==> config.mk <==
export PLATFORM = sky130hd
export DESIGN_NAME = sfsf_ctrl
export DESIGN_NICKNAME = d
export VERILOG_FILES = /design/src/sv/sfsf_pkg.sv /design/src/sv/sfsf_ctrl.sv
export SDC_FILE = /design/constraint.sdc
export NUM_CORES = 1
export LEC_CHECK = 0
export BUFFER_PORTS_ARGS = -buffer_cell sky130_fd_sc_hd__buf_4
export CORE_MARGIN = 2
export CORE_UTILIZATION = 47
export CTS_CLUSTER_SIZE = 14
export DETAILED_ROUTE_END_ITERATION = 6
export PLACE_DENSITY = 0.74
export SYNTH_ARGS = -nofsm -noshare
export SYNTH_HDL_FRONTEND = slang
export SYNTH_SLANG_ARGS = --single-unit
==> constraint.sdc <==
create_clock -name clk -period 2.45 [get_ports clk]
set_input_delay 0.3675 -clock clk [delete_from_list [all_inputs] [get_ports clk]]
set_output_delay 0.3675 -clock clk [all_outputs]
set_load 0.02 [all_outputs]
==> src/sv/sfsf_pkg.sv <==
`timescale 1ns / 1ps
// Shared types and constants of the smallest-factor sieve factorizer.
// Used by sfsf_divider, sfsf_ctrl, sfsf_datapath and the top level.
package sfsf_pkg;

  localparam int N_W   = 16;
  localparam int I_W   = 9;
  localparam int J_W   = 17;
  localparam int TS_W  = 25;
  localparam int DC_W  = $clog2(N_W);

  typedef enum logic [9:0] {
    ST_IDLE     = 10'b00_0000_0001,
    ST_INIT     = 10'b00_0000_0010,
    ST_SI_RD    = 10'b00_0000_0100,
    ST_SI_CHK   = 10'b00_0000_1000,
    ST_SJ_RD    = 10'b00_0001_0000,
    ST_SJ_UPD   = 10'b00_0010_0000,
    ST_Q_RD     = 10'b00_0100_0000,
    ST_DIV_GO   = 10'b00_1000_0000,
    ST_DIV_WAIT = 10'b01_0000_0000,
    ST_EMIT     = 10'b10_0000_0000
  } state_t;

  typedef struct packed {
    logic load;
    logic init_wr;
    logic i_rd;
    logic j_set;
    logic j_rd;
    logic j_upd;
    logic i_inc;
    logic q_rd;
    logic div_start;
    logic emit;
  } cmd_t;

  typedef struct packed {
    logic in_go;
    logic j_eq_n;
    logic i_sq_gt_n;
    logic i_prime;
    logic j_gt_n;
    logic div_done;
    logic q_le1;
  } sts_t;

endpackage

==> src/sv/sfsf_ctrl.sv <==
`timescale 1ns / 1ps
// Sequencer of the factorizer: table fill, sieve passes, division loop.
// Depends on sfsf_pkg for state, command and status types.
module sfsf_ctrl (
  input  logic          clk,
  input  logic          rst_n,
  input  logic          start,
  input  sfsf_pkg::sts_t sts,
  output sfsf_pkg::cmd_t cmd,
  output logic          busy
);
  import sfsf_pkg::*;

  state_t state_r, state_nxt;

  always_comb begin
    state_nxt = state_r;
    cmd       = '0;
    case (state_r)
      ST_IDLE: begin
        if (start) begin
          cmd.load = 1'b1;
          if (sts.in_go) state_nxt = ST_INIT;
        end
      end
      ST_INIT: begin
        cmd.init_wr = 1'b1;
        if (sts.j_eq_n) state_nxt = ST_SI_RD;
      end
      ST_SI_RD: begin
        if (sts.i_sq_gt_n) begin
          state_nxt = ST_Q_RD;
        end else begin
          cmd.i_rd  = 1'b1;
          state_nxt = ST_SI_CHK;
        end
      end
      ST_SI_CHK: begin
        if (sts.i_prime) begin
          cmd.j_set = 1'b1;
          state_nxt = ST_SJ_RD;
        end else begin
          cmd.i_inc = 1'b1;
          state_nxt = ST_SI_RD;
        end
      end
      ST_SJ_RD: begin
        if (sts.j_gt_n) begin
          cmd.i_inc = 1'b1;
          state_nxt = ST_SI_RD;
        end else begin
          cmd.j_rd  = 1'b1;
          state_nxt = ST_SJ_UPD;
        end
      end
      ST_SJ_UPD: begin
        cmd.j_upd = 1'b1;
        state_nxt = ST_SJ_RD;
      end
      ST_Q_RD: begin
        cmd.q_rd  = 1'b1;
        state_nxt = ST_DIV_GO;
      end
      ST_DIV_GO: begin
        cmd.div_start = 1'b1;
        state_nxt     = ST_DIV_WAIT;
      end
      ST_DIV_WAIT: begin
        if (sts.div_done) state_nxt = ST_EMIT;
      end
      ST_EMIT: begin
        cmd.emit  = 1'b1;
        state_nxt = sts.q_le1 ? ST_IDLE : ST_Q_RD;
      end
      default: begin
        state_nxt = ST_IDLE;
      end
    endcase
  end

  always_ff @(posedge clk) begin
    if (!rst_n) begin
      state_r <= ST_IDLE;
    end else begin
      state_r <= state_nxt;
    end
  end

  assign busy = (state_r != ST_IDLE);

  a_last_to_idle: assert property (@(posedge clk) disable iff (!rst_n)
    cmd.emit && sts.q_le1 |=> state_r == ST_IDLE)
    else $error("last word did not end the item");

endmodule

Yosys cells after proc, flatten, opt, wreduce, memory -nomap -nowiden. Cells that the tools add are included.

Equality and inequality tests: 15. Mux-type cells: 25. Reduce and logical (&&, ||, !) cells: 1.

Operator list (count): 10-bit one-hot mux with 10 select lines (1); 10-bit two-way mux (4); 1-bit two-way mux (15); 7-bit two-way mux (2); 10-bit by 1-bit == test with 1-bit output (second input constant) (1); 10-bit == test (second input constant) (1); 10-bit by 2-bit == test with 1-bit output (second input constant) (1); 10-bit by 3-bit == test with 1-bit output (second input constant) (1); 10-bit by 4-bit == test with 1-bit output (second input constant) (1); 10-bit by 5-bit == test with 1-bit output (second input constant) (1); 10-bit by 6-bit == test with 1-bit output (second input constant) (1); 10-bit by 7-bit == test with 1-bit output (second input constant) (1); 10-bit by 8-bit == test with 1-bit output (second input constant) (1); 10-bit by 9-bit == test with 1-bit output (second input constant) (1); 10-bit by 1-bit != test with 1-bit output (second input constant) (1); 2-bit != test (second input constant) (4); 6-bit two-way mux (1); 5-bit two-way mux (1); 4-bit AND reduction (1); 1-bit one-hot mux with 2 select lines (1).

Register bits after elaboration: 10. Input port bits: 10. Output and inout port bits: 11. Logic and storage cells: 42.

Depth between registers and ports, before layout. Gate-level depths: netlist (run 1).

Depth after elaboration: 3. Depth in mapped cells: 5. Depth with buffers taken out: 5.

Worst setup path after synthesis (run 1). OpenSTA, ideal clock, no wires.

Path kind: flip-flop to output port. Start: register state_r[1]. End: output cmd[5] in the netlist's numbering. Arrival: 1.860 ns. Data required time: 2.082 ns. Slack: 0.222 ns. Cell stages (with the launch flop): 5. Buffers on the path: 0. Cell sequence: dfxtp_1 or4_4 or4_1 or2_1 nor2_1.

RTL lines: start, declared (RTL line sfsf_ctrl.sv:14) `state_t state_r, state_nxt;`; start signal, assigned (RTL line sfsf_ctrl.sv:85) `state_r <= state_nxt;`; end, declared (RTL line sfsf_ctrl.sv:9) `output sfsf_pkg::cmd_t cmd,`.

==> flow_summary.toml, run 1 <==
[run_status]
status = "finished with violations"
violations = "negative setup slack"

[worst_setup_path]
worst-path-buf-inv = 1
path_class = "reg2out"
max_stage_delay_ns = 0.56
crit_top_cell = "or4_4"
reg2reg_to = "state_r[5]$_SDFFE_PN0P_"
path_cells = "or4_4 -> or4_4 -> or2_1 -> nor2_1 -> buf_4"
r2r_start = "state_r[0]$_SDFFE_PN1P_"
reg2reg_depth = 5
end_kind = "output port"
start_kind = "flip-flop"
arrival_ns = 2.11
path_max_fanout = 5
r2r_slack_ns = 0.53
crit_slowest_cell = "or4_4"
path_delay_family = "simple AND/OR/NAND/NOR gates"
cp.required_ns = 2.08

[grt]
grt_pass1_wl_mm = 2.06
grt_pass1_vias = 494
antenna_found_initial = 0
grt_max_degree = 10
grt_overflow = 0
track_usage_pct = 19.5

[worst_hold_path]
hold_path.class = "in2reg"
min_from = "sts[2]"
hold_path_end = "state_r[5]$_SDFFE_PN0P_"
whs_path_depth = 2

[die]
initial_core_util_pct = 49.4
die_w_um = 40.7
io_pins = 21
rows = 13
fp.dieH_um = 40.7
core_area_um2 = 1280
dieArea_um2 = 1660

[job]
maxCapViolations = 0

[layout]
regMostFlops = "state_r"
syn2layout_area_growth_pct = 38.1
num-fill-cells = 116
largest_reg_flops = 10
utilization_pct = 68.2
layout-drive-gt1-share_pct = 40.8
nets = 115
top_regs = "state_r x10"
final_cell_count_no_fill = 118
diodes = 0

[drt]
via_per_inst = 5.24
drt_wl_total_mm = 1.46
remaining_drc_errors = 0
dr.first_iter.drc_count = 14
wire_per_inst_um = 12.3
vias = 618
dr.pass1.iters = 4
postRouteAntennaNets = 0

[power]
p_int_w = 0.000308
pwr-share-seq_pct = 40.0
p_clk_share_pct = 24.4
p_comb_share_pct = 35.6
swShare_pct = 33.3
peakVddDrop_mv = 0.324
power-per-cell-area_nw_per_um2 = 527
p_switching_w = 0.000153
p_leak_nw = 0.369

[sta]
worstMarginPinSlew_ns = 0.406
fin_crit_ns = 2.48
period_share_pct = 101
finalSetupViolCount = 1
finalMaxSlewViolations = 0
hold_violations = 0
slew-limit-headroom_pct = 72.2
setup_ws_ns = -0.0295
rsz0062_at_grt = "yes"
fmax_mhz = 403
skew_ns = 0.00145

[clock_tree]
htreeDepth = 1
clock_latency_ns = 0.26
numCtsBuffers = 3
clk_pin_slew_ns = 0.06
cts_root_buffer = "clkbuf_4"
cts_tree = "built"
cts.sinks = 10
cts_max_path_buffers = 2

[synthesis]
yosysTopAreaCellShare_pct = 31.6
syn_avg_cell_area_um2 = 8.03
synthesis.area_um2 = 634
seq_area_frac_synth_pct = 31.6
synthCells = 79
yosysUniqueCellTypes = 35
yosysTopAreaCell = "dfxtp_1"
syn_nets = 89
synth-edff-count = 0
yosysWarnings = 0
async_flop_share_pct = 0
synthFlopType = "dfxtp_1"
synth-seq-cells = 10
ys_top_cells_by_count = "14 x nor2_1, 10 x dfxtp_1, 6 x inv_1"
yosys-top-cells-area = "dfxtp_1 32%, nor2_1 8.3%, nand2b_1 4.9%"
synth.most_common_cell = "nor2_1"

[placed_design]
gp_congestion = 0.834
numPlacedInstances = 114
dpl.hpwl_mm = 1.08
portBuffers = 20
[worst max path at each step]
stage                                  startpoint      to  slack, ns  depth (start not counted)
after floorplan           state_r[1]$_SDFFE_PN0P_  cmd[5]       0.22                          4
after global placement    state_r[1]$_SDFFE_PN0P_  cmd[5]       0.24                          5
after detailed placement  state_r[1]$_SDFFE_PN0P_  cmd[5]       0.23                          5
after CTS                 state_r[0]$_SDFFE_PN1P_  cmd[5]     -0.007                          5
after global routing      state_r[0]$_SDFFE_PN1P_  cmd[5]      -0.09                          5
final                     state_r[0]$_SDFFE_PN1P_  cmd[5]      -0.03                          5
[power groups by stage]
stage	combinational (W)	sequential [W]	clock, W
2_1_floorplan	0.000109	0.000183	0
3_3_place_gp	0.000155	0.000185	0
3_5_place_dp	0.000156	0.000186	0
4_1_cts	0.000162	0.000184	0.000115
5_1_grt	0.000178	0.000187	0.000122
6_report	0.000164	0.000184	0.000113
[logic make-up (layout without fill, tap and decap cells)]
group	count (synthesis)	count (layout)	share of synthesized area (%)
AO/OA/AOI/OAI	15	15	17.2
XOR/XNOR	1	1	1.38
buffers and inverters	6	30	3.55
flip-flops	10	10	31.6
AND/OR/NAND/NOR	47	47	46.4
[cell usage in the layout (no fill, tap or decap), drive strengths merged, types with 2 or more instances in the layout]
cell type,instances
nand3,2
nor2,15
o21ai,2
nor3,3
nand2b,5
or2,3
dfxtp,10
clkbuf,3
a21oi,3
or4,3
nor3b,2
nand2,2
inv,6
and2,2
nor4b,2
or3b,2
nor4,3
buf,21
a211oi,2
[final cells by class]
class	instances	area (µm²)	area share, %
Clock buffer	3	22.5	2.57
Multi-Input combinational cell	63	443	50.6
Sequential cell	10	204	23.3
Timing Repair Buffer	21	165	18.9
Tap cell	15	18.8	2.14
Inverter	6	22.5	2.57
[per-stage QoR]
step	hold slack (ns)	setup TNS (ns)	cell area [µm²]	worst slack, ns	power [W]
global placement	0.553	0	803	0.242	0.000340
detailed placement	0.554	0	803	0.225	0.000342
finish	0.275	-0.0295	876	-0.0295	0.000461
floorplan	0.437	0	634	0.222	0.000293
CTS	0.271	-0.00736	852	-0.00736	0.000461
global route	0.280	-0.117	876	-0.0929	0.000487
[routing by layer]
layer	vias up	share of wire (%)	global-route usage [%]
li1	333	-	-
met1	270	50	26.3
met2	11	46	29.4
met3	4	3.0	3.26
met4	0	1.4	10.0
met5	-	0	0
[timing repair]
| action | CTS | global route |
|---|---|---|
| resized for setup | 5 | 5 |
| pin swaps | 1 | 1 |
| gates cloned | 0 | 0 |
| endpoints found under the setup margin | 3 | 4 |
| buffers inserted | 1 | 0 |
| hold buffers | 0 | 0 |
(Power assumes the default switching activity.)
==> inputs of run 2 (changes only) <==
--- a/config.mk
+++ b/config.mk
@@ -7,10 +7,11 @@
 export LEC_CHECK = 0
 export BUFFER_PORTS_ARGS = -buffer_cell sky130_fd_sc_hd__buf_4
 export CORE_MARGIN = 2
-export CORE_UTILIZATION = 47
+export CORE_UTILIZATION = 43
 export CTS_CLUSTER_SIZE = 14
 export DETAILED_ROUTE_END_ITERATION = 6
-export PLACE_DENSITY = 0.74
+export MAX_ROUTING_LAYER = met4
+export PLACE_DENSITY = 0.71
 export SYNTH_ARGS = -nofsm -noshare
 export SYNTH_HDL_FRONTEND = slang
 export SYNTH_SLANG_ARGS = --single-unit
==> constraint.sdc (replaced) <==
create_clock -name clk -period 2.2 [get_ports clk]
set_input_delay 0.33 -clock clk [delete_from_list [all_inputs] [get_ports clk]]
set_output_delay 0.33 -clock clk [all_outputs]
set_load 0.1 [all_outputs]
==> run 2 against run 1 <==
Global-route usage is 8.7 points higher; via count rose by 31%; sequential power rose by 7%; non-clock buffer count increased by 20; sequential cell count did not move; first-iteration DRC count is 57% higher; worst setup slack worse by 0.33 ns; die area rose by 8.4%; the run still ends with negative setup slack left; largest power group is now combinational logic; worst hold slack got worse by 0.021 ns; core utilization grew 22 points; register-to-register slack worse by 0.43 ns; critical path type unchanged.
==> flow_summary.toml, run 2 (synthesis gave the netlist of run 1 again) <==
[run_status]
status = "finished with violations"
violations = "negative setup slack"

[sta]
skew_ns = 0.00405
worstMarginPinSlew_ns = 0.422
rsz0062_at_grt = "yes"
setup-tns-final_ns = -1.56
setup_ws_ns = -0.354
finalSetupViolCount = 6
fmax_mhz = 391
fin_crit_ns = 2.55
finalMaxSlewViolations = 0
period_share_pct = 116
hold_violations = 0
slew-limit-headroom_pct = 71.1

[grt]
grt_use_met1_pct = 32.0
grt_pass1_wl_mm = 3.63
busiest_layer = "met2"
use_met3_pct = 7.76
grt_pass1_vias = 767
track_usage_pct = 28.2
antenna_found_initial = 0
grtUsageMet2_pct = 48.9
grt_overflow = 0
grt_max_degree = 8

[drt]
remaining_drc_errors = 0
dr.first_iter.drc_count = 22
via_per_inst = 5.81
wire_per_inst_um = 16.9
dr.pass1.iters = 4
postRouteAntennaNets = 0
vias = 808
drt_wl_total_mm = 2.35

[layout]
nets = 135
diodes = 0
top_regs = "state_r x10"
largest_reg_flops = 10
multi_input_comb_area_um2 = 514
mostFrequentLayoutCell = "buf_4"
final-seq-area_um2 = 206
layout-drive-gt1-share_pct = 59.7
regMostFlops = "state_r"
syn2layout_area_growth_pct = 89.3
num-fill-cells = 55
layout_common_cells = "33 x buf_4, 8 x nor2_1, 7 x buf_12, 7 x dfxtp_1"

[clock_tree]
cts_max_path_buffers = 2
htreeDepth = 1
clock_latency_ns = 0.28
numCtsBuffers = 3
clk_pin_slew_ns = 0.07
cts.sinks = 10
cts_tree = "built"
cts_root_buffer = "clkbuf_4"

[worst_setup_path]
end_kind = "output port"
crit_slowest_cell = "or4_4"
reg2reg_depth = 6
arrival_ns = 2.22
crit_cells = 5
r2r_slack_ns = 0.10
path_delay_family = "simple AND/OR/NAND/NOR gates"
path_max_fanout = 3
worst-path-buf-inv = 1
path_cells = "or4_4 -> or4_4 -> or2_4 -> nor2_4 -> buf_12"
path_class = "reg2out"
start_kind = "flip-flop"
crit_top_cell = "or4_4"
max_stage_delay_ns = 0.53
cp.required_ns = 1.87

[placed_design]
portBuffers = 20
gp_congestion = 0.834
dpl.hpwl_mm = 1.52

[worst_hold_path]
whs_path_depth = 2
hold_path.class = "in2reg"

[power]
p_switching_w = 0.000300
pwr-share-seq_pct = 26.8
finalPower_w = 0.000732
p_int_w = 0.000433
p_clk_share_pct = 23.6
p_comb_share_pct = 49.6
power-per-cell-area_nw_per_um2 = 610
swShare_pct = 40.9
peakVddDrop_mv = 0.672
p_leak_nw = 0.494

[die]
fp.dieH_um = 42.4
dieArea_um2 = 1800
io_pins = 21
die_w_um = 42.4
initial_core_util_pct = 47.6
rows = 13
core_area_um2 = 1330

[job]
maxCapViolations = 0
==> run 2: cell types whose count changed in the layout (fill, tap and decap cells not counted), sizes merged <==
cell      before  now
buf           21   41
clkbuf         3    4
clkinvlp       0    1
inv            6    5
==> run 2: final cells by class <==
| cell class | count | share of cell area [%] |
|---|---|---|
| multi-input combinational | 63 | 42.8 |
| inverter | 6 | 2.19 |
| clock buffer | 4 | 3.02 |
| timing repair buffer | 41 | 33.2 |
| sequential | 10 | 17.2 |
| tap | 15 | 1.56 |
==> run 2: repair_timing <==
item,4_1_cts,5_1_grt
pin swaps,0,4
setup endpoints to repair,7,8
gates resized for setup,22,4
setup buffers,0,3
hold buffers,0,0
==> run 2: power groups by stage <==
stage	combinational (W)	sequential, W	clock (W)
after global placement	0.000340	0.000200	0
after floorplan	0.000232	0.000206	0
after detailed placement	0.000348	0.000200	0
after CTS	0.000348	0.000197	0.000173
after global routing	0.000382	0.000196	0.000190
final	0.000363	0.000196	0.000173
==> run 2: through the flow <==
step	util, %	instance area [µm²]	hold slack (ns)	setup WS, ns	std cells
6_report	90.1	1200	0.254	-0.354	139
5_1_grt	90.1	1200	0.243	-0.440	139
4_1_cts	87.6	1170	0.249	-0.340	136
3_5_place_dp	78.1	1040	0.539	-0.115	132
3_3_place_gp	78.1	1040	0.532	-0.0941	132
2_1_floorplan	-	738	0.400	-0.351	79
==> run 2: worst paths after layout <==
path,from,endpoint
min,sts[4],state_r[3]$_SDFFE_PN0P_
max,state_r[0]$_SDFFE_PN1P_,cmd[5]
min reg2reg,state_r[1]$_SDFFE_PN0P_,state_r[9]$_SDFFE_PN0P_
max reg2reg,state_r[0]$_SDFFE_PN1P_,state_r[0]$_SDFFE_PN1P_
==> run 2: layer usage <==
layer  wire length (µm)  vias up
met2               1280       32
met1                894      387
li1                   -      377
met5                  0        -
met3                127       12
met4                 53        0
